### src/sv/bsb_pkg.sv
// Shared sizes, widths and the cell control bundle of the b-spline basis evaluator.
// No dependencies.
package bsb_pkg;

    localparam int FEATURES       = 8;
    localparam int GRID_INTERVALS = 10;
    localparam int ORDER          = 3;

    localparam int NKNOTS     = GRID_INTERVALS + 2 * ORDER + 1;
    localparam int NINTERVALS = NKNOTS - 1;
    localparam int NBASIS     = GRID_INTERVALS + ORDER;

    localparam int KNOT_W    = 16;
    localparam int BASIS_W   = 16;
    localparam int MAG_W     = 16;
    localparam int PROD_W    = 31;
    localparam int DIV_STEPS = PROD_W;
    localparam int ONE_Q15   = 32768;

    localparam int IDX_W  = $clog2(NKNOTS);
    localparam int LVL_W  = $clog2(ORDER + 2);
    localparam int ADDR_W = $clog2(FEATURES * NKNOTS);

    typedef struct packed {
        logic             load_shift;
        logic             set_ind;
        logic             lvl_shift;
        logic             mul;
        logic             div_step;
        logic             finish;
        logic             out_shift;
        logic [LVL_W-1:0] level;
    } cell_ctrl_t;

endpackage

### src/sv/bsb_ctrl.sv
// Sequencer and knot memory of the b-spline basis evaluator.
// Depends on bsb_pkg.
module bsb_ctrl (
    input  logic                              clk,
    input  logic                              rst_n,
    input  logic                              s_tvalid,
    output logic                              s_tready,
    input  logic [23:0]                       s_tdata,
    input  logic                              s_tuser,
    input  logic                              m_tready,
    output logic                              m_tvalid,
    output logic                              m_tlast,
    output logic [3:0]                        out_idx,
    output logic                              zero_out,
    output bsb_pkg::cell_ctrl_t               ctrl,
    output logic signed [bsb_pkg::KNOT_W-1:0] x,
    output logic signed [bsb_pkg::KNOT_W-1:0] knot
);
    import bsb_pkg::*;

    localparam int FCNT_W = $clog2(NKNOTS + 1);
    localparam int DCNT_W = $clog2(DIV_STEPS);
    localparam int OCNT_W = $clog2(NBASIS + 1);

    typedef enum logic [2:0] {
        S_IDLE, S_FETCH, S_IND, S_LSHIFT, S_MUL, S_DIV, S_FIN, S_OUT
    } state_t;

    state_t              state_reg;
    logic [FCNT_W-1:0]   fetch_cnt_reg;
    logic [DCNT_W-1:0]   div_cnt_reg;
    logic [LVL_W-1:0]    level_reg;
    logic [OCNT_W-1:0]   out_cnt_reg;
    logic                zero_reg;
    logic [2:0]          feat_reg;
    logic signed [KNOT_W-1:0] x_reg;
    logic signed [KNOT_W-1:0] rd_data_reg;
    logic [KNOT_W-1:0]   mem [FEATURES*NKNOTS];

    logic                acc;
    logic                act;
    logic [2:0]          feature;
    logic [4:0]          kidx;
    logic [KNOT_W-1:0]   sample;
    logic [ADDR_W-1:0]   wr_addr, rd_addr;
    logic                out_done;

    assign act      = s_tuser;
    assign feature  = s_tdata[2:0];
    assign kidx     = s_tdata[7:3];
    assign sample   = s_tdata[23:8];
    assign s_tready = state_reg == S_IDLE;
    assign acc      = s_tvalid && s_tready;
    assign wr_addr  = ADDR_W'(feature) * ADDR_W'(NKNOTS) + ADDR_W'(kidx);
    assign rd_addr  = ADDR_W'(feat_reg) * ADDR_W'(NKNOTS) + ADDR_W'(fetch_cnt_reg);
    assign out_done = m_tready && out_cnt_reg == OCNT_W'(NBASIS - 1);

    // knot memory: write on load request, read one knot a cycle while fetching
    always_ff @(posedge clk)
    begin
        if (acc && !act && int'(kidx) < NKNOTS && int'(feature) < FEATURES)
        begin
            mem[wr_addr] <= sample;
        end
        if (state_reg == S_FETCH && int'(fetch_cnt_reg) < NKNOTS)
        begin
            rd_data_reg <= mem[rd_addr];
        end
    end

    // hold sample and feature of the evaluate request
    always_ff @(posedge clk)
    begin
        if (acc && act)
        begin
            x_reg    <= sample;
            feat_reg <= feature;
        end
    end

    always_ff @(posedge clk or negedge rst_n)
    begin
        if (!rst_n)
        begin
            state_reg     <= S_IDLE;
            fetch_cnt_reg <= '0;
            div_cnt_reg   <= '0;
            level_reg     <= '0;
            out_cnt_reg   <= '0;
            zero_reg      <= 1'b0;
        end
        else
        begin
            case (state_reg)
                S_IDLE:
                begin
                    if (acc && act)
                    begin
                        fetch_cnt_reg <= '0;
                        level_reg     <= '0;
                        out_cnt_reg   <= '0;
                        zero_reg      <= int'(feature) >= FEATURES;
                        state_reg     <= (int'(feature) >= FEATURES) ? S_OUT : S_FETCH;
                    end
                end
                S_FETCH:
                begin
                    fetch_cnt_reg <= fetch_cnt_reg + 1'b1;
                    if (fetch_cnt_reg == FCNT_W'(NKNOTS))
                    begin
                        state_reg <= S_IND;
                    end
                end
                S_IND:
                begin
                    state_reg <= (ORDER == 0) ? S_OUT : S_LSHIFT;
                end
                S_LSHIFT:
                begin
                    level_reg <= level_reg + 1'b1;
                    state_reg <= S_MUL;
                end
                S_MUL:
                begin
                    div_cnt_reg <= '0;
                    state_reg   <= S_DIV;
                end
                S_DIV:
                begin
                    div_cnt_reg <= div_cnt_reg + 1'b1;
                    if (div_cnt_reg == DCNT_W'(DIV_STEPS - 1))
                    begin
                        state_reg <= S_FIN;
                    end
                end
                S_FIN:
                begin
                    state_reg <= (level_reg == LVL_W'(ORDER)) ? S_OUT : S_LSHIFT;
                end
                S_OUT:
                begin
                    if (m_tready)
                    begin
                        out_cnt_reg <= out_cnt_reg + 1'b1;
                    end
                    if (out_done)
                    begin
                        state_reg <= S_IDLE;
                    end
                end
                default:
                begin
                    state_reg <= S_IDLE;
                end
            endcase
        end
    end

    // decode cell controls from the state
    always_comb
    begin
        ctrl            = '0;
        ctrl.load_shift = state_reg == S_FETCH && fetch_cnt_reg != '0;
        ctrl.set_ind    = state_reg == S_IND;
        ctrl.lvl_shift  = state_reg == S_LSHIFT;
        ctrl.mul        = state_reg == S_MUL;
        ctrl.div_step   = state_reg == S_DIV;
        ctrl.finish     = state_reg == S_FIN;
        ctrl.out_shift  = state_reg == S_OUT && m_tready;
        ctrl.level      = level_reg;
    end

    assign m_tvalid = state_reg == S_OUT;
    assign m_tlast  = out_cnt_reg == OCNT_W'(NBASIS - 1);
    assign out_idx  = 4'(out_cnt_reg);
    assign zero_out = zero_reg;
    assign x        = x_reg;
    assign knot     = rd_data_reg;

endmodule

### config.mk
export PLATFORM = sky130hd
export DESIGN_NAME = bsb_ctrl
export DESIGN_NICKNAME = d
export VERILOG_FILES = /design/src/sv/bsb_pkg.sv /design/src/sv/bsb_ctrl.sv
export SDC_FILE = /design/constraint.sdc
export NUM_CORES = 2
export LEC_CHECK = 0
export ABC_CLOCK_PERIOD_IN_PS = 3600
export BUFFER_PORTS_ARGS = -buffer_cell sky130_fd_sc_hd__clkbuf_2
export CAP_MARGIN = 20
export CORE_MARGIN = 2
export CORE_UTILIZATION = 35
export DETAILED_ROUTE_END_ITERATION = 12
export SKIP_CTS_REPAIR_TIMING = 1
export SYNTH_ARGS = -nofsm -noshare
export SYNTH_HDL_FRONTEND = slang
export SYNTH_SLANG_ARGS = --single-unit
export TNS_END_PERCENT = 100
### constraint.sdc
create_clock -name clk -period 3.6 [get_ports clk]
set_input_delay 0.72 -clock clk [delete_from_list [all_inputs] [get_ports clk]]
set_output_delay 0.72 -clock clk [all_outputs]
set_load 0.1 [all_outputs]
==> flow_summary.json <==
{
  "drtPass1Iterations": 5,
  "clk_path_buf_depth": 3,
  "relSlewSlack": 0.345,
  "max_freq_ghz": 0.262,
  "fin_util": 0.433,
  "worstSetupPathType": "reg2reg",
  "portBuffers": 77,
  "crit_fanout": 7,
  "synth_area_per_cell_um2": 21.4,
  "synth_top_family_by_area": "multiplexers",
  "peakVddDrop_uv": 407,
  "cts.htree.levels": 4,
  "dp_hpwl_um": 167000,
  "regArea_mm2": 0.0669,
  "cts_tree": "yes",
  "vias": 46500,
  "min_path_type": "in2reg",
  "drc": 0,
  "ys.flop_type": "edfxtp_1",
  "synth_cells": 4065,
  "grt_usage": 0.201,
  "wl_um": 260000,
  "critPathRequiredTime_ns": 4.20,
  "end_kind": "flop",
  "die_y_um": 502,
  "setup_viol": 14,
  "outcome": "finished, violations left",
  "clock-sinks": 2231,
  "synth-async-reset-ratio": 0.00896,
  "drtAntennaViolNets": 0,
  "yosys-top-cells-count": "edfxtp_1, mux4_2, nand2_1",
  "pin_count": 79,
  "tightest_slew_ns": 0.983,
  "skew_ns": 0.0416,
  "synth_xor_area_frac": 0.00150,
  "drive_above_1_share": 0.364,
  "final_cells": 8321,
  "grt-ovfl-total": 0,
  "num-nets-final": 4878,
  "synth_largest_area_cell": "edfxtp_1",
  "worst_slack_ns": -0.220,
  "synth.area.top_cells": "edfxtp_1, mux4_2, nand2_1",
  "synth_edf_count": 2211,
  "stdcell_area_mm2": 0.107,
  "yosysTopAreaCellShare": 0.764,
  "yosys_warnings": 0,
  "hold_viol": 0,
  "violations": "negative setup slack",
  "fp.coreArea_mm2": 0.246,
  "ys_types": 77,
  "fillers": 21100,
  "die_x_um": 502,
  "cp.arrival_ns": 4.42,
  "cts_root_buf": "clkbuf_16",
  "syn_to_final_growth_pct": 22.9,
  "dp.cells": 7874,
  "clock_latency_ns": 0.88,
  "yosysSeqAreaShare": 0.770,
  "maxSlewViolCount": 0,
  "synth_compound_area_frac": 0.0221,
  "period_needed_ns": 3.82,
  "cap_viol_max_count": 0,
  "antenna_found_initial": 10,
  "wl_per_cell_um": 31.2,
  "drtIter0Drc": 5903,
  "synth_fp_nets": 4121,
  "post_dp_cell_area_mm2": 0.0982,
  "start_util": 0.353,
  "grt_setup_unrepaired": "true",
  "place_congestion": 0.939,
  "grt_pass1_vias": 45000,
  "multi_input_area_mm2": 0.0197,
  "synth_most_common_cell": "edfxtp_1",
  "viasPerCell": 5.59,
  "grt_pass1_wl_um": 357000,
  "p_per_area_mw_per_mm2": 486,
  "clkTransAtPathRegs_ns": 0.07,
  "holdWs_ns": 0.184,
  "final.period_utilization": 1.06,
  "startpoint_type": "flop",
  "yosys.area_share.simple": 0.0330,
  "syn_area_mm2": 0.0869,
  "grt_max_degree": 138,
  "synth_fa_ha_area_frac": 0.00406,
  "die_area_mm2": 0.252,
  "numCtsBuffers": 216,
  "placementRows": 182,
  "ys_seq_elements": 2231,
  "tns_ns": -1.54,
  "leakage_nw": 34.3,
  "largest_register_ff_count": 2176,
  "muxShareOfSynthArea": 0.153
}
## cell type report
cell class / instances / share of cell area
Antenna cell: 4 / 0.0000938
Clock buffer: 266 / 0.0530
Clock inverter: 135 / 0.0128
Inverter: 23 / 0.000809
Multi-Input combinational cell: 1604 / 0.185
Sequential cell: 2231 / 0.627
Tap cell: 3312 / 0.0388
Timing Repair Buffer: 746 / 0.0829
## logic make-up (layout without fill, tap and decap cells)
family / after synthesis / count (layout)
flops: 2231 / 2231
simple gates: 652 / 653
mux: 637 / 637
compound gates: 272 / 272
buf+inv: 231 / 1170
fa+ha+maj: 27 / 27
xor+xnor: 14 / 14
other cells: 1 / 5
## worst paths after layout
path | from | end | slack [ns] | cells past startpoint
setup / recovery | feat_reg[1]$_DFFE_PP_ | knot[10]$_DFFE_PP_ | -0.22 | 12
hold / removal | s_tdata[0] | feat_reg[0]$_DFFE_PP_ | 0.18 | 2
setup reg to reg | feat_reg[1]$_DFFE_PP_ | knot[10]$_DFFE_PP_ | -0.22 | 12
hold reg to reg | div_cnt_reg[4]$_DFFE_PN0P_ | div_cnt_reg[4]$_DFFE_PN0P_ | 0.50 | 1
max in group asynchronous | rst_n | div_cnt_reg[2]$_DFFE_PN0P_ | 2.84 | 2
min in group asynchronous | rst_n | out_idx[3]$_DFFE_PN0P_ | 0.37 | 2
## placed cells by master, fill, tap and decap left out, drive strengths merged, types with 9 or more instances in the layout
| cell type | instances |
|---|---|
| and3 | 10 |
| bufinv | 20 |
| o21ai | 36 |
| a221oi | 14 |
| nor2b | 17 |
| nor2 | 179 |
| o22ai | 26 |
| nor3 | 29 |
| dfrtp | 20 |
| a32oi | 26 |
| mux2i | 83 |
| nand3 | 83 |
| clkinv | 99 |
| a31oi | 22 |
| buf | 672 |
| inv | 32 |
| a211oi | 22 |
| nand2 | 270 |
| nand4 | 20 |
| ha | 25 |
| nand2b | 9 |
| clkbuf | 339 |
| a22oi | 28 |
| mux4 | 550 |
| a21oi | 43 |
| edfxtp | 2211 |
## metal layers
metal / share of wire / vias up / GRT usage
met5: 0.00010 / - / 0
met4: 0.042 / 4 / 0.0723
met3: 0.092 / 451 / 0.0369
met2: 0.47 / 2454 / 0.317
met1: 0.40 / 25000 / 0.280
li1: - / 18500 / -
## through the flow
step                      power (mW)  setup slack (ns)
after floorplan                 29.2            -0.233
after global placement          29.8            -0.800
after detailed placement        29.9            -0.788
after CTS                       52.2            -0.826
after global routing            53.2            -0.252
final                           51.9            -0.220
## worst max-delay path: stages (launching register included)
cell	delay, ns
edfxtp_1	0.43
ha_4	0.30
ha_4	0.15
inv_2	0.04
fa_4	0.82
buf_12	0.17
buf_12	0.14
nor2_4	0.04
buf_12	0.14
a22o_4	0.28
a221oi_4	0.38
o22ai_2	0.12
or4_1	0.52
## power by group
part | switching [mW] | leakage, nW | total, mW | internal [mW]
clock network | 9.91 | 3.40 | 22.6 | 12.6
registers | 0 | 20.1 | 28.5 | 28.5
logic | 0.650 | 10.8 | 0.784 | 0.134
total | 10.6 | 34.3 | 51.9 | 41.3
Power figures use the tool's default switching activity.
