[config.mk]
export PLATFORM = sky130hd
export DESIGN_NAME = bsb_cell
export DESIGN_NICKNAME = d
export VERILOG_FILES = /design/src/sv/bsb_pkg.sv /design/src/sv/bsb_cell.sv
export SDC_FILE = /design/constraint.sdc
export NUM_CORES = 2
export LEC_CHECK = 0
export BUFFER_PORTS_ARGS = -buffer_cell sky130_fd_sc_hd__buf_2
export CAP_MARGIN = 40
export CORE_MARGIN = 2
export CORE_UTILIZATION = 48
export CTS_BUF_LIST = sky130_fd_sc_hd__clkbuf_8
export DETAILED_ROUTE_END_ITERATION = 7
export GPL_TIMING_DRIVEN = 0
export PLACE_DENSITY_LB_ADDON = 0.25
export SLEW_MARGIN = 10
export SYNTH_ARGS = -nofsm -noshare
export SYNTH_HDL_FRONTEND = slang
export SYNTH_SLANG_ARGS = --single-unit
[constraint.sdc]
create_clock -name clk -period 21.9 [get_ports clk]
set_input_delay 2.19 -clock clk [delete_from_list [all_inputs] [get_ports clk]]
set_output_delay 2.19 -clock clk [all_outputs]
set_load 0.05 [all_outputs]
[src/sv/bsb_pkg.sv]
// Shared sizes, widths and the cell control bundle of the b-spline basis evaluator.
// No dependencies.
package bsb_pkg;

    localparam int FEATURES       = 8;
    localparam int GRID_INTERVALS = 10;
    localparam int ORDER          = 3;

    localparam int NKNOTS     = GRID_INTERVALS + 2 * ORDER + 1;
    localparam int NINTERVALS = NKNOTS - 1;
    localparam int NBASIS     = GRID_INTERVALS + ORDER;

    localparam int KNOT_W    = 16;
    localparam int BASIS_W   = 16;
    localparam int MAG_W     = 16;
    localparam int PROD_W    = 31;
    localparam int DIV_STEPS = PROD_W;
    localparam int ONE_Q15   = 32768;

    localparam int IDX_W  = $clog2(NKNOTS);
    localparam int LVL_W  = $clog2(ORDER + 2);
    localparam int ADDR_W = $clog2(FEATURES * NKNOTS);

    typedef struct packed {
        logic             load_shift;
        logic             set_ind;
        logic             lvl_shift;
        logic             mul;
        logic             div_step;
        logic             finish;
        logic             out_shift;
        logic [LVL_W-1:0] level;
    } cell_ctrl_t;

endpackage

[src/sv/bsb_cell.sv]
// One knot cell of the evaluator chain: knot pair, basis, two serial dividers.
// Depends on bsb_pkg.
module bsb_cell (
    input  logic                                clk,
    input  bsb_pkg::cell_ctrl_t                 ctrl,
    input  logic [bsb_pkg::IDX_W-1:0]           idx,
    input  logic signed [bsb_pkg::KNOT_W-1:0]   x,
    input  logic signed [bsb_pkg::KNOT_W-1:0]   a_in,
    input  logic signed [bsb_pkg::KNOT_W-1:0]   b_in,
    input  logic [bsb_pkg::BASIS_W-1:0]         basis_in,
    output logic signed [bsb_pkg::KNOT_W-1:0]   a_out,
    output logic signed [bsb_pkg::KNOT_W-1:0]   b_out,
    output logic [bsb_pkg::BASIS_W-1:0]         basis_out
);
    import bsb_pkg::*;

    logic signed [KNOT_W-1:0] a_reg;
    logic signed [KNOT_W-1:0] b_reg;
    logic [BASIS_W-1:0]       basis_reg;
    logic                     active_reg;
    logic                     zero1_reg, zero2_reg;
    logic                     neg1_reg, neg2_reg;
    logic [MAG_W-1:0]         d1_reg, d2_reg;
    logic [MAG_W-1:0]         r1_reg, r2_reg;
    logic [PROD_W-1:0]        q1_reg, q2_reg;

    logic signed [KNOT_W:0]   num1, den1, num2, den2;
    logic [2*MAG_W-1:0]       p1, p2;
    logic                     act;
    logic [MAG_W:0]           t1, t2;
    logic                     ge1, ge2;
    logic [MAG_W:0]           df1, df2;
    logic signed [PROD_W+1:0] term1, term2;
    logic signed [PROD_W+2:0] sum;
    logic [BASIS_W-1:0]       clamped;

    function automatic logic [MAG_W-1:0] mag(input logic signed [KNOT_W:0] v);
        logic [KNOT_W:0] u;
        u = v[KNOT_W] ? -v : v;
        return u[MAG_W-1:0];
    endfunction

    // differences: a = t[j], a_in = t[j+1], b = t[j+k], b_in = t[j+k+1]
    always_comb
    begin
        num1 = (KNOT_W+1)'(x) - (KNOT_W+1)'(a_reg);
        den1 = (KNOT_W+1)'(b_reg) - (KNOT_W+1)'(a_reg);
        num2 = (KNOT_W+1)'(b_in) - (KNOT_W+1)'(x);
        den2 = (KNOT_W+1)'(b_in) - (KNOT_W+1)'(a_in);
        p1   = (2*MAG_W)'(mag(num1)) * (2*MAG_W)'(basis_reg);
        p2   = (2*MAG_W)'(mag(num2)) * (2*MAG_W)'(basis_in);
        act  = (int'(idx) + int'(ctrl.level)) < NINTERVALS;
    end

    // one restoring division step per term
    always_comb
    begin
        t1  = {r1_reg, q1_reg[PROD_W-1]};
        t2  = {r2_reg, q2_reg[PROD_W-1]};
        ge1 = t1 >= {1'b0, d1_reg};
        ge2 = t2 >= {1'b0, d2_reg};
        df1 = t1 - {1'b0, d1_reg};
        df2 = t2 - {1'b0, d2_reg};
    end

    // signed terms, sum and clamp to [0, 1.0]
    always_comb
    begin
        term1 = zero1_reg ? '0 : (neg1_reg ? -(PROD_W+2)'(q1_reg) : (PROD_W+2)'(q1_reg));
        term2 = zero2_reg ? '0 : (neg2_reg ? -(PROD_W+2)'(q2_reg) : (PROD_W+2)'(q2_reg));
        sum   = (PROD_W+3)'(term1) + (PROD_W+3)'(term2);
        if (sum < 0)
        begin
            clamped = '0;
        end
        else if (sum > ONE_Q15)
        begin
            clamped = BASIS_W'(ONE_Q15);
        end
        else
        begin
            clamped = sum[BASIS_W-1:0];
        end
    end

    always_ff @(posedge clk)
    begin
        // shift knots in from the upper neighbor
        if (ctrl.load_shift)
        begin
            a_reg <= a_in;
            b_reg <= b_in;
        end
        // set order-0 indicator
        if (ctrl.set_ind)
        begin
            basis_reg <= (x >= a_reg && x < a_in) ? BASIS_W'(ONE_Q15) : '0;
        end
        // advance upper knot by one position per level
        if (ctrl.lvl_shift)
        begin
            b_reg <= b_in;
        end
        // form products and divisors
        if (ctrl.mul)
        begin
            active_reg <= act;
            zero1_reg  <= den1 == '0;
            zero2_reg  <= den2 == '0;
            neg1_reg   <= num1[KNOT_W] ^ den1[KNOT_W];
            neg2_reg   <= num2[KNOT_W] ^ den2[KNOT_W];
            d1_reg     <= mag(den1);
            d2_reg     <= mag(den2);
            r1_reg     <= '0;
            r2_reg     <= '0;
            q1_reg     <= p1[PROD_W-1:0];
            q2_reg     <= p2[PROD_W-1:0];
        end
        if (ctrl.div_step)
        begin
            r1_reg <= ge1 ? df1[MAG_W-1:0] : t1[MAG_W-1:0];
            r2_reg <= ge2 ? df2[MAG_W-1:0] : t2[MAG_W-1:0];
            q1_reg <= {q1_reg[PROD_W-2:0], ge1};
            q2_reg <= {q2_reg[PROD_W-2:0], ge2};
        end
        if (ctrl.finish && active_reg)
        begin
            basis_reg <= clamped;
        end
        // drain bases toward cell zero
        if (ctrl.out_shift)
        begin
            basis_reg <= basis_in;
        end
    end

    assign a_out     = a_reg;
    assign b_out     = b_reg;
    assign basis_out = basis_reg;

endmodule

==> out/results.txt <==
Worst hold path class: reg -> reg. Yosys attributes the largest share of cell area to sky130_fd_sc_hd__fa_1 24%, sky130_fd_sc_hd__edfxtp_1 16%, sky130_fd_sc_hd__ha_1 13%. After filler insertion, the fill cell instance count of the layout stands at 6440. After synthesis, the mean cell area works out to 8.701 um2.

The final clock skew is 0.02300 ns, and the largest driver fanout on the critical path is 10. The starting density of the core was 48.68%; the count of TritonRoute iterations in the first routing pass was 5. The synthesized design contains 179 register bits. Dividing the detail-routed via count by the number of cells gives 5.565. The commonest non-fill, non-tap cell in the layout is sky130_fd_sc_hd__inv_1. The detailed router finished its first iteration with 1861 violations. Counting the buffers created by CTS gives 17. The slowest stage of the critical path belongs to the cell sky130_fd_sc_hd__xor2_1. The synthesized netlist occupies a cell area of 32810 um2. The global-route wire length before repair was 146300 um. Worst-case clock buffer depth: 2. The fraction of synthesis flops using an asynchronous set or reset pin was 0%.

TritonCTS built the clock tree. The final clock period utilization by the worst path was 54.24%; the synthesized netlist cell count was 3771. STA classifies the critical path startpoint as an input pin. For the number of nets in the finished design, the log shows 4762.

Counting flops with a built-in enable in the synthesized netlist gives 179. Area growth from synthesis to layout: 7.104%. At the placement stage, the worst setup path has a slack of 9.536 ns. The number of pins with negative max-slew slack in the final report is 0. The total count of hold-check failures in the final report is 0, and the placer's final routability congestion estimate is 0.9398.

The via count is 26840, and the half-perimeter wire length after placement is 75860 um. The H-tree depth was 4. In this run the biggest area consumer among cell types represents 23.98% of the synthesized area.

In the synthesized netlist the dominant register cell turns out to be sky130_fd_sc_hd__edfxtp_1. The delay contributed by the slowest stage of the critical path came out at 0.73 ns. Clock latency on the worst-skew pair, taken at its later pin, is 0.55 ns.

Setup repair after global routing left no endpoint under its margin. The measured slew at the worst slew-check pin was 0.9483 ns. The count of nets left with antenna violations once routing finished came out at 0. From bottom edge to top edge, the die measures 265.4 um. The run finished with clean final reports. For this run, the register share of the synthesized area comes to 16.38%. Across every metal layer, demand over resource in global routing totals 26.55%.

Root buffer cell: sky130_fd_sc_hd__clkbuf_8. sky130_fd_sc_hd__fa_1 takes more of the synthesized area than any other cell. Measured along the x axis, the die boundary spans 265.4 um. The logs give 26840 for the number of global-route vias before repair and 179 for the number of sinks on the clock net. For the finished layout, the period the worst path requires is 11.88 ns. The logs give 84.19 MHz for the maximum clock rate and 128 for the number of primary I/O pins. For the post-route setup TNS, the log shows 0 ns.

The clock transition at the register clock pins on the worst setup and hold paths after CTS was 0.11 ns; the routed length per placed instance was 18.89 um. Wires add up to 91120 um. When the netlist entered floorplanning its net count stood at 4597. In the layout the commonest cells are 600 x sky130_fd_sc_hd__inv_1, 442 x sky130_fd_sc_hd__nand2_1, 393 x sky130_fd_sc_hd__fa_1, 353 x sky130_fd_sc_hd__ha_1, 234 x sky130_fd_sc_hd__and2_1. By startpoint and endpoint, the worst setup path is classified as in -> reg. The Yosys step of the flow raised 0 warnings. The setup-violating endpoint count in the final report is 0. In the post-route analysis, the smallest setup slack over all paths is 10.02 ns. The pin count of the biggest net entering global routing is 58.

Area of the core: 67400 um2. The fraction of final layout cells with drive strength greater than 1 was 5.698%; the die area was 70460 um2. The endpoint kind of the worst setup timing path is a register. The tightest slew margin relative to the limit came out at 36.78%. Post-route DRC violation count: 0. The hold buffer count at cts is 0, and the number of port buffers is 121. The number of antenna violations at the first check in global routing was 1; the number of buffers added for setup after CTS was 0. After synthesis, the netlist uses 69 different library cells. At the end of the flow the core is filled with cells to 52.14%.

The logs give 22.21 ns for the critical path required time and 0 for the overall overflow remaining after global route. Data arrives at the worst endpoint at 12.18 ns. Gates resized during post-CTS repair numbered 0.

The tool flagged a number of max-cap violations equal to 0. The number of core rows was 95.
==> metal layers <==
layer / track usage (%) / wire length, um
met1: 36.73 / 40870
met2: 43.90 / 42060
met3: 2.370 / 5248
met4: 8.841 / 2949
met5: 0 / 0
==> per-stage QoR <==
step	cells	hold WS (ns)	instance area [um2]
after detailed placement	4788	0.5890	34720
after global routing	4823	0.6352	35140
after floorplan	3771	0.5607	32810
after CTS	4820	0.6124	35120
after global placement	4765	0.5746	34510
final	4824	0.6119	35140
==> cells in the mapped netlist, types with 63 or more instances <==
cell type and number:
sky130_fd_sc_hd__xnor2_1 136, sky130_fd_sc_hd__clkbuf_1 110, sky130_fd_sc_hd__a21oi_1 137, sky130_fd_sc_hd__ha_1 353, sky130_fd_sc_hd__and2_1 234, sky130_fd_sc_hd__xor2_1 121
sky130_fd_sc_hd__inv_1 599, sky130_fd_sc_hd__edfxtp_1 179, sky130_fd_sc_hd__o21ai_0 197, sky130_fd_sc_hd__nand2_1 442, sky130_fd_sc_hd__a21o_1 63, sky130_fd_sc_hd__nor2_1 214
sky130_fd_sc_hd__fa_1 393
==> layout make-up <==
class	instances	area (um2)	area share, %
Multi-Input combinational cell	2875	24740	70.40
Clock inverter	15	162.7	0.4629
Antenna cell	2	5.005	0.01424
Inverter	600	2252	6.409
Sequential cell	179	5375	15.30
Tap cell	873	1092	3.108
Clock buffer	17	234.0	0.6658
Timing Repair Buffer	146	827.0	2.353
Buffer	117	454.2	1.292
==> worst paths after layout <==
| kind | start | to | slack [ns] | cells after the start |
|---|---|---|---|---|
| hold / removal | r1_reg[8]$_SDFFCE_PN0P_ | r1_reg[9]$_SDFFCE_PN0P_ | 0.61 | 2 |
| setup reg to reg | a_out[0]$_DFFE_PP_ | q1_reg[29]$_DFFE_PP_ | 11.70 | 35 |
| setup / recovery | b_in[0] | q2_reg[30]$_DFFE_PP_ | 10.02 | 38 |
| hold reg to reg | r1_reg[8]$_SDFFCE_PN0P_ | r1_reg[9]$_SDFFCE_PN0P_ | 0.61 | 2 |
==> worst max-delay path, delay by kind of cell <==
kind / cells / cell delay, ns
buffers and inverters: 10 / 1.40
AOI/OAI and AO/OA: 13 / 3.13
adders and majority gates: 9 / 4.06
and+or+nand+nor: 5 / 0.64
xor gates and xnor gates: 1 / 0.73
==> kinds of logic after synthesis <==
kind of cell             Yosys count  share of synthesized area (%)
AND/OR/NAND/NOR                 1212                          17.99
adder cells (fa/ha/maj)          746                          37.44
buffers and inverters            717                          8.248
AO/OA/AOI/OAI                    628                          12.05
XOR/XNOR                         257                          6.860
flip-flops                       179                          16.38
multiplexers                      32                          1.033
Power is left out: the tool's default activity adds up to more than one toggle a clock period on the data nets, which glitch-free logic cannot reach.
